==> src/rtl/ignition_presence_detector_unit_defines.svh <==
// Assertion helpers for the ignition presence detector.
`ifndef IGNITION_PRESENCE_DETECTOR_UNIT_DEFINES_SVH
`define IGNITION_PRESENCE_DETECTOR_UNIT_DEFINES_SVH

// Same-cycle implication, disabled while reset is high.
`define IPD_ASSERT_IMPLY(label, clk, rst, ante, cons) \
   label: assert property (@(posedge clk) disable iff (rst) (ante) |-> (cons)) \
      else $error("ipd assertion failed");

// Next-cycle implication, disabled while reset is high.
`define IPD_ASSERT_NEXT(label, clk, rst, ante, cons) \
   label: assert property (@(posedge clk) disable iff (rst) (ante) |=> (cons)) \
      else $error("ipd assertion failed");

`endif

==> src/rtl/ipd_pkg.sv <==
package ipd_pkg;

   localparam logic [1:0] SRC_NONE  = 2'd0;
   localparam logic [1:0] SRC_PIN   = 2'd1;
   localparam logic [1:0] SRC_PULSE = 2'd2;
   localparam logic [1:0] SRC_LEVEL = 2'd3;

   localparam logic [1:0] EV_NONE = 2'd0;
   localparam logic [1:0] EV_ON   = 2'd1;
   localparam logic [1:0] EV_OFF  = 2'd2;

   localparam logic [1:0] STEP_IDLE  = 2'd0;
   localparam logic [1:0] STEP_RISE  = 2'd1;
   localparam logic [1:0] STEP_ARMED = 2'd2;

   localparam logic [2:0] REG_SOURCE_SELECT = 3'd0;
   localparam logic [2:0] REG_WINDOW_LOW    = 3'd1;
   localparam logic [2:0] REG_WINDOW_HIGH   = 3'd2;
   localparam logic [2:0] REG_DROP_THRESH   = 3'd3;
   localparam logic [2:0] REG_RISE_THRESH   = 3'd4;
   localparam logic [2:0] REG_OFF_SWING     = 3'd5;
   localparam logic [2:0] REG_LEVEL_ON      = 3'd6;
   localparam logic [2:0] REG_LEVEL_OFF     = 3'd7;

   localparam int RING_DEPTH = 4;

   typedef logic [RING_DEPTH-1:0][15:0] ring_type;

   typedef struct packed {
      logic [15:0] window_low;
      logic [15:0] window_high;
      logic [15:0] drop_threshold;
      logic [15:0] rise_threshold;
      logic [15:0] off_swing_threshold;
      logic [15:0] level_on;
      logic [15:0] level_off;
   } cfg_type;

   // Voltage tracking state shared between top and the voltage update.
   typedef struct packed {
      logic [1:0]  source;
      logic [1:0]  step;
      logic [15:0] tick;
      logic [15:0] vmax;
      logic [15:0] vmin;
      logic [15:0] baseline;
      logic [1:0]  pos;
   } volt_state_type;

endpackage

==> src/rtl/ignition_presence_detector_unit.sv <==
// Ignition presence detector.
// Input channel (req_*): one beat is one tick. req_kind 0 is a pin sample
// (req_pin_level, low means ignition active), 1 is a battery voltage sample
// (req_voltage). Result channel (rsp_*): exactly one beat per input beat, in
// order: the on/off event, whether the detection source switched, the source
// after the tick, and whether pulse detection is in progress.
// Configuration (csr_*): single-cycle writes, register index 0..7; write only
// while no beat is in flight. Writing source_select also reloads the source.
// The beat moves from the input register through the update logic into the result
// register, where rsp_valid rises; a stalled result register holds it back in the
// input register. Throughput: one beat per cycle while rsp_ready is high; the whole
// state update is one pass of compares and 16- and 18-bit adds between the input
// register and the result register.
// A stalled result holds in the result register while the input register
// takes one more beat; req_ready drops only when both are full and rsp_ready
// is low.
// Reset (synchronous, active high) empties both registers, loads the
// configuration defaults and clears all tracking state and the sample ring.
`include "ignition_presence_detector_unit_defines.svh"

module ignition_presence_detector_unit #(
   parameter int DEBOUNCE_STEPS  = 6,
   parameter int RISE_TICKS      = 50,
   parameter int OFF_CHECK_TICKS = 150
) (
   input  logic        clock,
   input  logic        reset,
   input  logic        req_valid,
   output logic        req_ready,
   input  logic        req_kind,
   input  logic        req_pin_level,
   input  logic [15:0] req_voltage,
   output logic        rsp_valid,
   input  logic        rsp_ready,
   output logic [1:0]  rsp_event_res,
   output logic        rsp_source_changed,
   output logic [1:0]  rsp_source_now,
   output logic        rsp_checking,
   input  logic        csr_we,
   input  logic [2:0]  csr_index,
   input  logic [15:0] csr_wdata
);

   localparam int LVL_W = $clog2(DEBOUNCE_STEPS + 1);
   localparam logic [LVL_W-1:0] TOP = LVL_W'(DEBOUNCE_STEPS);

   // configuration
   ipd_pkg::cfg_type cfg_ff;

   // input register
   logic        in_valid_ff;
   logic        in_kind_ff;
   logic        in_pin_ff;
   logic [15:0] in_volt_ff;

   // tracking state
   logic [LVL_W-1:0]        debounce_level_ff;
   ipd_pkg::volt_state_type vst_ff;
   ipd_pkg::ring_type       ring_ff;

   // result register
   logic        rsp_valid_ff;
   logic [1:0]  rsp_event_ff;
   logic        rsp_changed_ff;
   logic [1:0]  rsp_source_ff;
   logic        rsp_checking_ff;

   logic advance;

   // pin path
   logic [LVL_W-1:0] pin_level_in;
   logic [1:0]       pin_source;
   logic             pin_changed;
   logic [1:0]       pin_event;

   // voltage path
   ipd_pkg::volt_state_type vst_volt;
   ipd_pkg::ring_type       ring_volt;
   logic                    volt_changed;
   logic [1:0]              volt_event;

   ipd_pkg::volt_state_type vst_in;
   logic [1:0]              event_in;
   logic                    changed_in;

   ipd_pin_debounce #(
      .DEBOUNCE_STEPS(DEBOUNCE_STEPS),
      .LVL_W         (LVL_W)
   ) u_pin (
      .source    (vst_ff.source),
      .level     (debounce_level_ff),
      .pin_level (in_pin_ff),
      .level_nxt (pin_level_in),
      .source_nxt(pin_source),
      .changed   (pin_changed),
      .event_res (pin_event)
   );

   ipd_volt_track #(
      .RISE_TICKS     (RISE_TICKS),
      .OFF_CHECK_TICKS(OFF_CHECK_TICKS)
   ) u_volt (
      .cfg      (cfg_ff),
      .st       (vst_ff),
      .ring     (ring_ff),
      .voltage  (in_volt_ff),
      .st_nxt   (vst_volt),
      .ring_nxt (ring_volt),
      .changed  (volt_changed),
      .event_res(volt_event)
   );

   // the held beat moves on when the result register is free or being drained
   assign advance   = in_valid_ff && (!rsp_valid_ff || rsp_ready);
   assign req_ready = !in_valid_ff || advance;

   always_comb begin
      vst_in = vst_ff;
      if (in_kind_ff) begin
         vst_in     = vst_volt;
         event_in   = volt_event;
         changed_in = volt_changed;
      end else begin
         vst_in.source = pin_source;
         event_in      = pin_event;
         changed_in    = pin_changed;
      end
   end

   always_ff @(posedge clock) begin
      if (reset) begin
         cfg_ff.window_low          <= 16'h0000;
         cfg_ff.window_high         <= 16'hFFFF;
         cfg_ff.drop_threshold      <= 16'h0000;
         cfg_ff.rise_threshold      <= 16'h0000;
         cfg_ff.off_swing_threshold <= 16'h0000;
         cfg_ff.level_on            <= 16'hFFFF;
         cfg_ff.level_off           <= 16'h0000;
         in_valid_ff                <= 1'b0;
         rsp_valid_ff               <= 1'b0;
         debounce_level_ff          <= '0;
         vst_ff                     <= '0;
         ring_ff                    <= '0;
      end else begin
         if (req_valid && req_ready) begin
            in_valid_ff <= 1'b1;
            in_kind_ff  <= req_kind;
            in_pin_ff   <= req_pin_level;
            in_volt_ff  <= req_voltage;
         end else if (advance) begin
            in_valid_ff <= 1'b0;
         end

         if (advance) begin
            rsp_valid_ff    <= 1'b1;
            rsp_event_ff    <= event_in;
            rsp_changed_ff  <= changed_in;
            rsp_source_ff   <= vst_in.source;
            rsp_checking_ff <= (vst_in.source == ipd_pkg::SRC_PULSE) &&
                               (vst_in.step != ipd_pkg::STEP_IDLE);
            vst_ff          <= vst_in;
            if (in_kind_ff) begin
               ring_ff <= ring_volt;
            end else begin
               debounce_level_ff <= pin_level_in;
            end
         end else if (rsp_ready) begin
            rsp_valid_ff <= 1'b0;
         end

         if (csr_we) begin
            unique case (csr_index)
               ipd_pkg::REG_SOURCE_SELECT: vst_ff.source <= csr_wdata[1:0];
               ipd_pkg::REG_WINDOW_LOW:    cfg_ff.window_low <= csr_wdata;
               ipd_pkg::REG_WINDOW_HIGH:   cfg_ff.window_high <= csr_wdata;
               ipd_pkg::REG_DROP_THRESH:   cfg_ff.drop_threshold <= csr_wdata;
               ipd_pkg::REG_RISE_THRESH:   cfg_ff.rise_threshold <= csr_wdata;
               ipd_pkg::REG_OFF_SWING:     cfg_ff.off_swing_threshold <= csr_wdata;
               ipd_pkg::REG_LEVEL_ON:      cfg_ff.level_on <= csr_wdata;
               ipd_pkg::REG_LEVEL_OFF:     cfg_ff.level_off <= csr_wdata;
               default: ;
            endcase
         end
      end
   end

   assign rsp_valid          = rsp_valid_ff;
   assign rsp_event_res      = rsp_event_ff;
   assign rsp_source_changed = rsp_changed_ff;
   assign rsp_source_now     = rsp_source_ff;
   assign rsp_checking       = rsp_checking_ff;

   `IPD_ASSERT_IMPLY(a_lvl_range, clock, reset, 1'b1, debounce_level_ff <= TOP)
   `IPD_ASSERT_IMPLY(a_step_code, clock, reset, 1'b1, vst_ff.step != 2'd3)
   `IPD_ASSERT_IMPLY(a_change_on, clock, reset, rsp_valid_ff && rsp_changed_ff,
                     rsp_event_ff == ipd_pkg::EV_ON)
   `IPD_ASSERT_IMPLY(a_check_src, clock, reset, rsp_valid_ff && rsp_checking_ff,
                     rsp_source_ff == ipd_pkg::SRC_PULSE)
   `IPD_ASSERT_IMPLY(a_full_stall, clock, reset, in_valid_ff && rsp_valid_ff && !rsp_ready,
                     !req_ready)

endmodule

==> src/rtl/ipd_pin_debounce.sv <==
module ipd_pin_debounce #(
   parameter int DEBOUNCE_STEPS = 6,
   parameter int LVL_W          = 3
) (
   input  logic [1:0]       source,
   input  logic [LVL_W-1:0] level,
   input  logic             pin_level,
   output logic [LVL_W-1:0] level_nxt,
   output logic [1:0]       source_nxt,
   output logic             changed,
   output logic [1:0]       event_res
);

   localparam logic [LVL_W-1:0] TOP = LVL_W'(DEBOUNCE_STEPS);

   logic [LVL_W-1:0] lvl0;
   logic             moved;

   always_comb begin
      lvl0       = (level > TOP) ? '0 : level;
      level_nxt  = lvl0;
      source_nxt = source;
      changed    = 1'b0;
      event_res  = ipd_pkg::EV_NONE;
      moved      = 1'b0;
      if (source == ipd_pkg::SRC_NONE || source == ipd_pkg::SRC_PIN) begin
         // pin low means ignition active
         if (!pin_level && lvl0 != TOP) begin
            level_nxt = lvl0 + LVL_W'(1);
            moved     = 1'b1;
         end else if (pin_level && lvl0 != '0) begin
            level_nxt = lvl0 - LVL_W'(1);
            moved     = 1'b1;
         end
         if (moved && level_nxt == TOP) begin
            event_res = ipd_pkg::EV_ON;
            if (source != ipd_pkg::SRC_PIN) begin
               source_nxt = ipd_pkg::SRC_PIN;
               changed    = 1'b1;
            end
         end else if (moved && level_nxt == '0) begin
            event_res = ipd_pkg::EV_OFF;
         end
      end else begin
         level_nxt = level;
      end
   end

endmodule

==> src/rtl/ipd_volt_track.sv <==
module ipd_volt_track #(
   parameter int RISE_TICKS      = 50,
   parameter int OFF_CHECK_TICKS = 150
) (
   input  ipd_pkg::cfg_type        cfg,
   input  ipd_pkg::volt_state_type st,
   input  ipd_pkg::ring_type       ring,
   input  logic [15:0]             voltage,
   output ipd_pkg::volt_state_type st_nxt,
   output ipd_pkg::ring_type       ring_nxt,
   output logic                    changed,
   output logic [1:0]              event_res
);

   // zero period acts as one
   localparam logic [15:0] RISE_P = ((RISE_TICKS % 65536) == 0) ? 16'd1 :
                                    16'(RISE_TICKS % 65536);
   localparam logic [15:0] OFF_P  = ((OFF_CHECK_TICKS % 65536) == 0) ? 16'd1 :
                                    16'(OFF_CHECK_TICKS % 65536);

   logic [1:0]  oldest;
   logic [15:0] swing_a;
   logic [15:0] swing_b;
   logic        armed;
   logic [1:0]  step_w;
   logic [15:0] base_w;
   logic [15:0] tick_inc;
   logic [17:0] sum;
   logic [15:0] avg;

   always_comb begin
      ring_nxt          = ring;
      ring_nxt[st.pos]  = voltage;
      oldest            = st.pos + 2'd1;
      st_nxt            = st;
      st_nxt.pos        = st.pos + 2'd1;
      changed           = 1'b0;
      event_res         = ipd_pkg::EV_NONE;
      if (voltage > st.vmax) st_nxt.vmax = voltage;
      if (voltage < st.vmin || st.vmin == 16'd0) st_nxt.vmin = voltage;

      sum = 18'(ring_nxt[0]) + 18'(ring_nxt[1]) + 18'(ring_nxt[2]) + 18'(ring_nxt[3]);
      avg = sum[17:2];

      swing_a  = (st_nxt.vmax >= st_nxt.vmin) ? st_nxt.vmax - st_nxt.vmin : 16'd0;
      armed    = (swing_a > cfg.drop_threshold) && (st.step == ipd_pkg::STEP_IDLE);
      step_w   = armed ? ipd_pkg::STEP_RISE : st.step;
      base_w   = armed ? ring[oldest] : st.baseline;
      tick_inc = (armed ? 16'd0 : st.tick) + 16'd1;
      swing_b  = swing_a;

      if (st.source == ipd_pkg::SRC_NONE || st.source == ipd_pkg::SRC_PULSE) begin
         if (voltage > cfg.window_high || voltage < cfg.window_low) begin
            // out of window: restart tracking, ring keeps the sample
            st_nxt.vmax     = '0;
            st_nxt.vmin     = '0;
            st_nxt.tick     = '0;
            st_nxt.pos      = '0;
            st_nxt.baseline = '0;
         end else begin
            if (armed) begin
               st_nxt.baseline = base_w;
               st_nxt.step     = ipd_pkg::STEP_RISE;
               st_nxt.vmax     = voltage;
               st_nxt.vmin     = voltage;
               st_nxt.tick     = '0;
            end
            case (step_w)
               ipd_pkg::STEP_RISE: begin
                  if (tick_inc >= RISE_P) begin
                     if (voltage > base_w && (voltage - base_w) > cfg.rise_threshold) begin
                        event_res   = ipd_pkg::EV_ON;
                        st_nxt.step = ipd_pkg::STEP_ARMED;
                        if (st.source != ipd_pkg::SRC_PULSE) begin
                           st_nxt.source = ipd_pkg::SRC_PULSE;
                           changed       = 1'b1;
                        end
                     end else begin
                        st_nxt.step = ipd_pkg::STEP_IDLE;
                     end
                     st_nxt.tick = '0;
                     st_nxt.vmax = voltage;
                     st_nxt.vmin = voltage;
                  end else begin
                     st_nxt.tick = tick_inc;
                  end
               end
               ipd_pkg::STEP_ARMED: begin
                  if (tick_inc >= OFF_P) begin
                     st_nxt.tick = '0;
                     if (swing_b >= cfg.off_swing_threshold) begin
                        event_res   = ipd_pkg::EV_OFF;
                        st_nxt.step = ipd_pkg::STEP_IDLE;
                        st_nxt.vmax = voltage;
                        st_nxt.vmin = voltage;
                     end
                  end else begin
                     st_nxt.tick = tick_inc;
                  end
               end
               default: begin
                  st_nxt.step = ipd_pkg::STEP_IDLE;
               end
            endcase
         end
      end else if (st.source == ipd_pkg::SRC_LEVEL) begin
         if (avg >= cfg.level_on) event_res = ipd_pkg::EV_ON;
         else if (avg < cfg.level_off) event_res = ipd_pkg::EV_OFF;
      end
   end

endmodule

==> config.mk <==
export PLATFORM = sky130hd
export DESIGN_NAME = ignition_presence_detector_unit
export DESIGN_NICKNAME = d
export VERILOG_FILES = /design/src/rtl/ipd_pkg.sv /design/src/rtl/ignition_presence_detector_unit.sv /design/src/rtl/ipd_pin_debounce.sv /design/src/rtl/ipd_volt_track.sv
export VERILOG_INCLUDE_DIRS = /design/src /design/src/rtl
export SDC_FILE = /design/constraint.sdc
export NUM_CORES = 1
export LEC_CHECK = 0
export BUFFER_PORTS_ARGS = -buffer_cell sky130_fd_sc_hd__buf_2
export CAP_MARGIN = 10
export CORE_MARGIN = 3
export CORE_UTILIZATION = 60
export DETAILED_ROUTE_END_ITERATION = 10
export GPL_TIMING_DRIVEN = 0
export PLACE_DENSITY = 0.8
export SLEW_MARGIN = 15
export SYNTH_ARGS = -nofsm -noshare
export SYNTH_HDL_FRONTEND = slang
export SYNTH_HIERARCHICAL = 1
export SYNTH_SLANG_ARGS = --single-unit
==> constraint.sdc <==
create_clock -name clock -period 12.4 [get_ports clock]
set_input_delay 0.62 -clock clock [delete_from_list [all_inputs] [get_ports clock]]
set_output_delay 0.62 -clock clock [all_outputs]
set_load 0.005 [all_outputs]
Word level (Yosys, flattened, before mapping)
Cells that the tools add are included.
{"block": "totals", "word_cells": 189, "ff_bits": 275}
{"block": "op_classes", "eq_ne": 17, "bitwise": 2, "addsub": 9, "muxes": 73, "reduce_logical": 43, "n_lt_le_gt_ge": 17}
{"cell": "$mux W16", "n": 9}
{"cell": "$mux W70", "n": 2}
{"cell": "$mux W32", "n": 3}
{"cell": "$pmux W48 S2", "n": 1}
{"cell": "$gt A16 B16 Y1", "n": 5}
{"cell": "$mux W68", "n": 1}
{"cell": "$mux W66", "n": 1}
{"cell": "$bwmux W64", "n": 1}
{"cell": "$mux W64", "n": 1}
{"cell": "$mux W2", "n": 26}
{"cell": "$ge A16 B16 Y1", "n": 3}
{"cell": "$lt A16 B16 Y1", "n": 3}
{"cell": "$add A18 B16 Y18", "n": 2}
{"cell": "$bmux W16 S2", "n": 1}
{"cell": "$demux W16 S2", "n": 1}
{"cell": "$sub A16 B16 Y16", "n": 2}
{"cell": "$reduce_and A2 Y1", "n": 10}
{"cell": "$mux W1", "n": 18}
{"cell": "$add A16 B16 Y17", "n": 1}
{"cell": "$add A16 B1 Y16 const B", "n": 1}
{"cell": "$ge A16 B6 Y1 const B", "n": 1}
{"cell": "$ge A16 B8 Y1 const B", "n": 1}
{"cell": "$logic_not A16 Y1", "n": 1}
{"cell": "$eq A3 B3 Y1 const B", "n": 5}
{"cell": "other kinds (27)", "n": 61}

Longest topological paths before layout
{"block": "logic_depth", "depth_word": 20, "depth_mapped": 61}

Modules after synthesis
The synthesis kept the hierarchy.
{"mod": "ignition_presence_detector_unit", "area_per_inst_um2": 10747.8, "cells_each": 1191, "instances": 1}
{"mod": "ipd_volt_track", "area_per_inst_um2": 9668.0, "cells_each": 1265, "instances": 1}
{"mod": "ipd_pin_debounce", "area_per_inst_um2": 325.3, "cells_each": 43, "instances": 1}

Least setup slack after synthesis
Ideal clock, no wire load.
{"block": "synth_timing", "path_kind": "reg2reg", "from": "register in_volt_ff[15]", "to": "register rsp_checking_ff, in the netlist rsp_checking, data pin", "setup_ps": 271, "period_less_slack_ps": 11261, "arrival_ps": 10990, "n_path_buf": 5, "slack_ps": 1139, "path_stages_with_launch": 60, "cell_sequence": "edfxtp_1 ha_1 nand4_1 or4_1 a221o_1 a31o_1 buf_6 buf_2 clkbuf_1 nor2_1 a21oi_1 ha_1 a21oi_1 o21bai_1 a21oi_1 o21ai_0 a21o_1 a21oi_1 [... 24 more ...] o21ai_0 a21boi_0 o21ai_0 a21boi_0 o21ai_0 a211oi_1 ha_1 a21o_1 a21o_1 a21oi_1 o21ai_0 a21oi_1 a2111oi_0 and4_1 or2_2 mux2_2 inv_1 a2111oi_0"}
{"item": "from (decl)", "line_no": "ignition_presence_detector_unit.sv:54", "source": "logic [15:0] in_volt_ff;"}
{"item": "from (signal assigned)", "line_no": "ignition_presence_detector_unit.sv:149", "source": "in_volt_ff <= req_voltage;"}
{"item": "to (signal assigned)", "line_no": "ignition_presence_detector_unit.sv:159", "source": "rsp_checking_ff <= (vst_in.source == ipd_pkg::SRC_PULSE) &&"}
{"item": "to (decl)", "line_no": "ignition_presence_detector_unit.sv:66", "source": "logic rsp_checking_ff;"}

==> impl_metrics.env <==
export IMPL_final_common_cell="a21oi_1"
export IMPL_grt_max_degree=19
export IMPL_synth_seq_area_share_pct=27.7
export IMPL_dieArea_sq_mm=0.0368
export IMPL_drc=0
export IMPL_grt_util_met2_pct=62.8
export IMPL_synth_top_family_by_area="compound AO/OA/AOI/OAI gates"
export IMPL_hold_violations=0
export IMPL_cts_buffers_inserted=31
export IMPL_mostFrequentLayoutCells="a21oi_1 (304), nand2_1 (268), dfxtp_1 (249)"
export IMPL_gp_congestion=0.985
export IMPL_cpPeakStageDelay_ns=0.54
export IMPL_cp_data_arrival_time_ns=12.45
export IMPL_rows=67
export IMPL_tns_ns=0
export IMPL_crit_type="reg -> reg"
export IMPL_via_per_inst=6.78
export IMPL_num_io_pins=50
export IMPL_timing_slew_headroom_pct=21.8
export IMPL_fmax_mhz=82.8
export IMPL_finalMaxSlewViolations=0
export IMPL_cp_end_kind="flip-flop"
export IMPL_start_util_pct=61.4
export IMPL_layout_min_cycle_time_ns=12.08
export IMPL_drtIter0Drc=2431
export IMPL_hp_class="in -> reg"
export IMPL_hold_start="req_pin_level"
export IMPL_fin_skew_ns=0.0148
export IMPL_synth_fp_nets=2770
export IMPL_synth_top_flop_cell="dfxtp_1"
export IMPL_drv_cap=0
export IMPL_cp_slowest_cell="edfxtp_1"
export IMPL_r2r_start="in_volt_ff[8]$_DFFE_PP_"
export IMPL_dieWidth_um=192
export IMPL_grtUsageMet3_pct=8.36
export IMPL_ys_seq_elements=275
export IMPL_holdPathStages=1
export IMPL_firstDrtPassIters=8
export IMPL_grt_met1_usage_pct=49.3
export IMPL_synth_mux_area_fraction_pct=7.06
export IMPL_syn_mean_instance_area_sq_um=8.30
export IMPL_status="completed"
export IMPL_path_clk_slew_ns=0.07
export IMPL_synth_area_sq_mm=0.0207
export IMPL_routed_wl_um=74700
export IMPL_design_core_area_sq_mm=0.0338
export IMPL_post_dp_hpwl_um=53700
export IMPL_cts_sinks=275
export IMPL_synth_warnings=6
export IMPL_reg2regPathDepth=56
export IMPL_synthAdderAreaFrac_pct=15.1
export IMPL_grt_pass1_wl_um=114000
export IMPL_synth_xor_area_share_pct=1.52
export IMPL_fp_dieH_um=192
export IMPL_cp_startpoint="in_volt_ff[8]$_DFFE_PP_"
export IMPL_synthCells=2499
export IMPL_tightest_slew_ns=1.17
export IMPL_setup_worst_path_start_class="flip-flop"
export IMPL_grt_overflow=0
export IMPL_ctsHoldBuffers=0
export IMPL_fin_crit_sh_pct=97.4
export IMPL_grt_antenna_before_repair=0
export IMPL_synth_compound_area_share_pct=23.5
export IMPL_drive_gt1_share_pct=14.7
export IMPL_drt_antenna_violating_nets=0
export IMPL_avgRoutedWirePerCell_um=24.1
export IMPL_async_reset_ff_share_pct=0
export IMPL_vias=21000
export IMPL_cts_tree="yes"
export IMPL_area_growth_pct=11.9
export IMPL_portBuffers=46
export IMPL_grt_usage_pct=39.8
export IMPL_grt_pass1_vias=20400
export IMPL_crit_required_ns=12.77
export IMPL_setup_viol=0
export IMPL_h_tree_depth=1
export IMPL_globalRoute_busiestLayer="met2"
export IMPL_synth_edf_count=24
export IMPL_cts_path_max_buffers=3
export IMPL_synth_cell_types=98
export IMPL_clk_latency_ns=0.60
export IMPL_ctsRootBufferMaster="clkbuf_16"
export IMPL_critPathMaxFanout=10
export IMPL_synth_simple_area_share_pct=17.7
export IMPL_nets=2891
timing repair:
item                                    in CTS  in global routing
pin swaps                                    4                 12
resized for setup                           45                 46
setup buffers                               30                 13
endpoints found under the setup margin      29                  6
worst max-delay path: cells and delay by family (launching register included):
| family | cells | cell delay, ns |
|---|---|---|
| AO/OA/AOI/OAI | 27 | 5.42 |
| XOR/XNOR | 1 | 0.11 |
| adder cells (fa/ha/maj) | 5 | 1.73 |
| buffers and inverters | 7 | 1.29 |
| flip-flops | 1 | 0.54 |
| multiplexers | 1 | 0.21 |
| AND/OR/NAND/NOR | 15 | 2.55 |
stage by stage:
stage               worst slack [ns]  std cells  instance area [sq um]  utilization, %  hold slack [ns]
floorplan                       1.14       2499                  20700               -            0.436
global placement               -2.48       2993                  21500            63.7            0.441
detailed placement             -2.78       2993                  21500            63.7            0.448
CTS                           0.0184       3080                  23000            68.0            0.187
global route                 -0.0918       3093                  23200            68.7            0.192
finish                         0.321       3094                  23200            68.7            0.204
flip-flops by register name, summed over array words and instances, names as in the netlist, 2 cells and up:
register	count
cfg_ff	112
in_volt_ff	16
rsp_event_res	2
rsp_source_now	2
vst_ff	70
ring_ff	64
debounce_level_ff	3
cells by family (layout without fill, tap and decap cells):
logic type                 Yosys count  after routing
and+or+nand+nor                    710            710
muxes                              116            116
other                                0              1
xor gates and xnor gates            36             36
DFF                                275            275
buffers and inverters              380            526
adders and majority gates          231            231
AOI/OAI and AO/OA                  751            751
area by class of cell:
| class | instances | area, sq um |
|---|---|---|
| clock buffers | 42 | 887 |
| diodes | 1 | 2.50 |
| fillers | 2758 | 10600 |
| plain buffers | 196 | 892 |
| flip-flops and latches | 275 | 5750 |
| clock inverters | 16 | 170 |
| multi-input cells | 1844 | 13700 |
| repair buffers | 89 | 553 |
| well taps | 448 | 561 |
| inverters | 183 | 687 |
synthesized netlist by cell type (11+ instances only):
master,instances,area share [%]
a21oi_1,320,7.7
nand2_1,268,4.9
dfxtp_1,251,24
ha_1,196,12
inv_1,180,3.3
nand4_1,169,5.1
o31ai_1,143,5.2
clkbuf_1,126,2.3
mux2_2,83,4.5
nor2_1,83,1.5
o21ai_0,71,1.7
a21o_1,49,1.8
buf_2,41,0.99
nor2b_1,34,1.0
fa_1,33,3.2
xnor2_1,26,1.1
a211o_1,25,1.1
edfxtp_1,24,3.5
nand3b_1,20,0.72
nand2b_1,19,0.57
a22o_1,18,0.76
nand3_1,18,0.43
mux2i_1,17,0.82
mux4_2,16,1.7
nor3_1,16,0.39
o2bb2ai_1,15,0.63
and2_1,13,0.39
and3_1,12,0.36
buf_1,11,0.20
nor4_1,11,0.33
worst paths after layout:
check | end | slack [ns]
worst max-delay path | rsp_checking$_DFFE_PP_ | 0.32
worst min-delay path | in_pin_ff$_DFFE_PP_ | 0.20
worst max register to register | rsp_checking$_DFFE_PP_ | 0.32
worst min register to register | cfg_ff[99]$_SDFFE_PP0P_ | 0.46
per-layer routing:
metal	vias to the layer above	part of all wire, %
met1	9958	38
met3	390	9.8
li1	9399	-
met5	-	0
met2	1230	44
met4	0	8.4
Power is not shown: default switching activity piles up to over one toggle a cycle in this logic, so the estimate is an artifact.
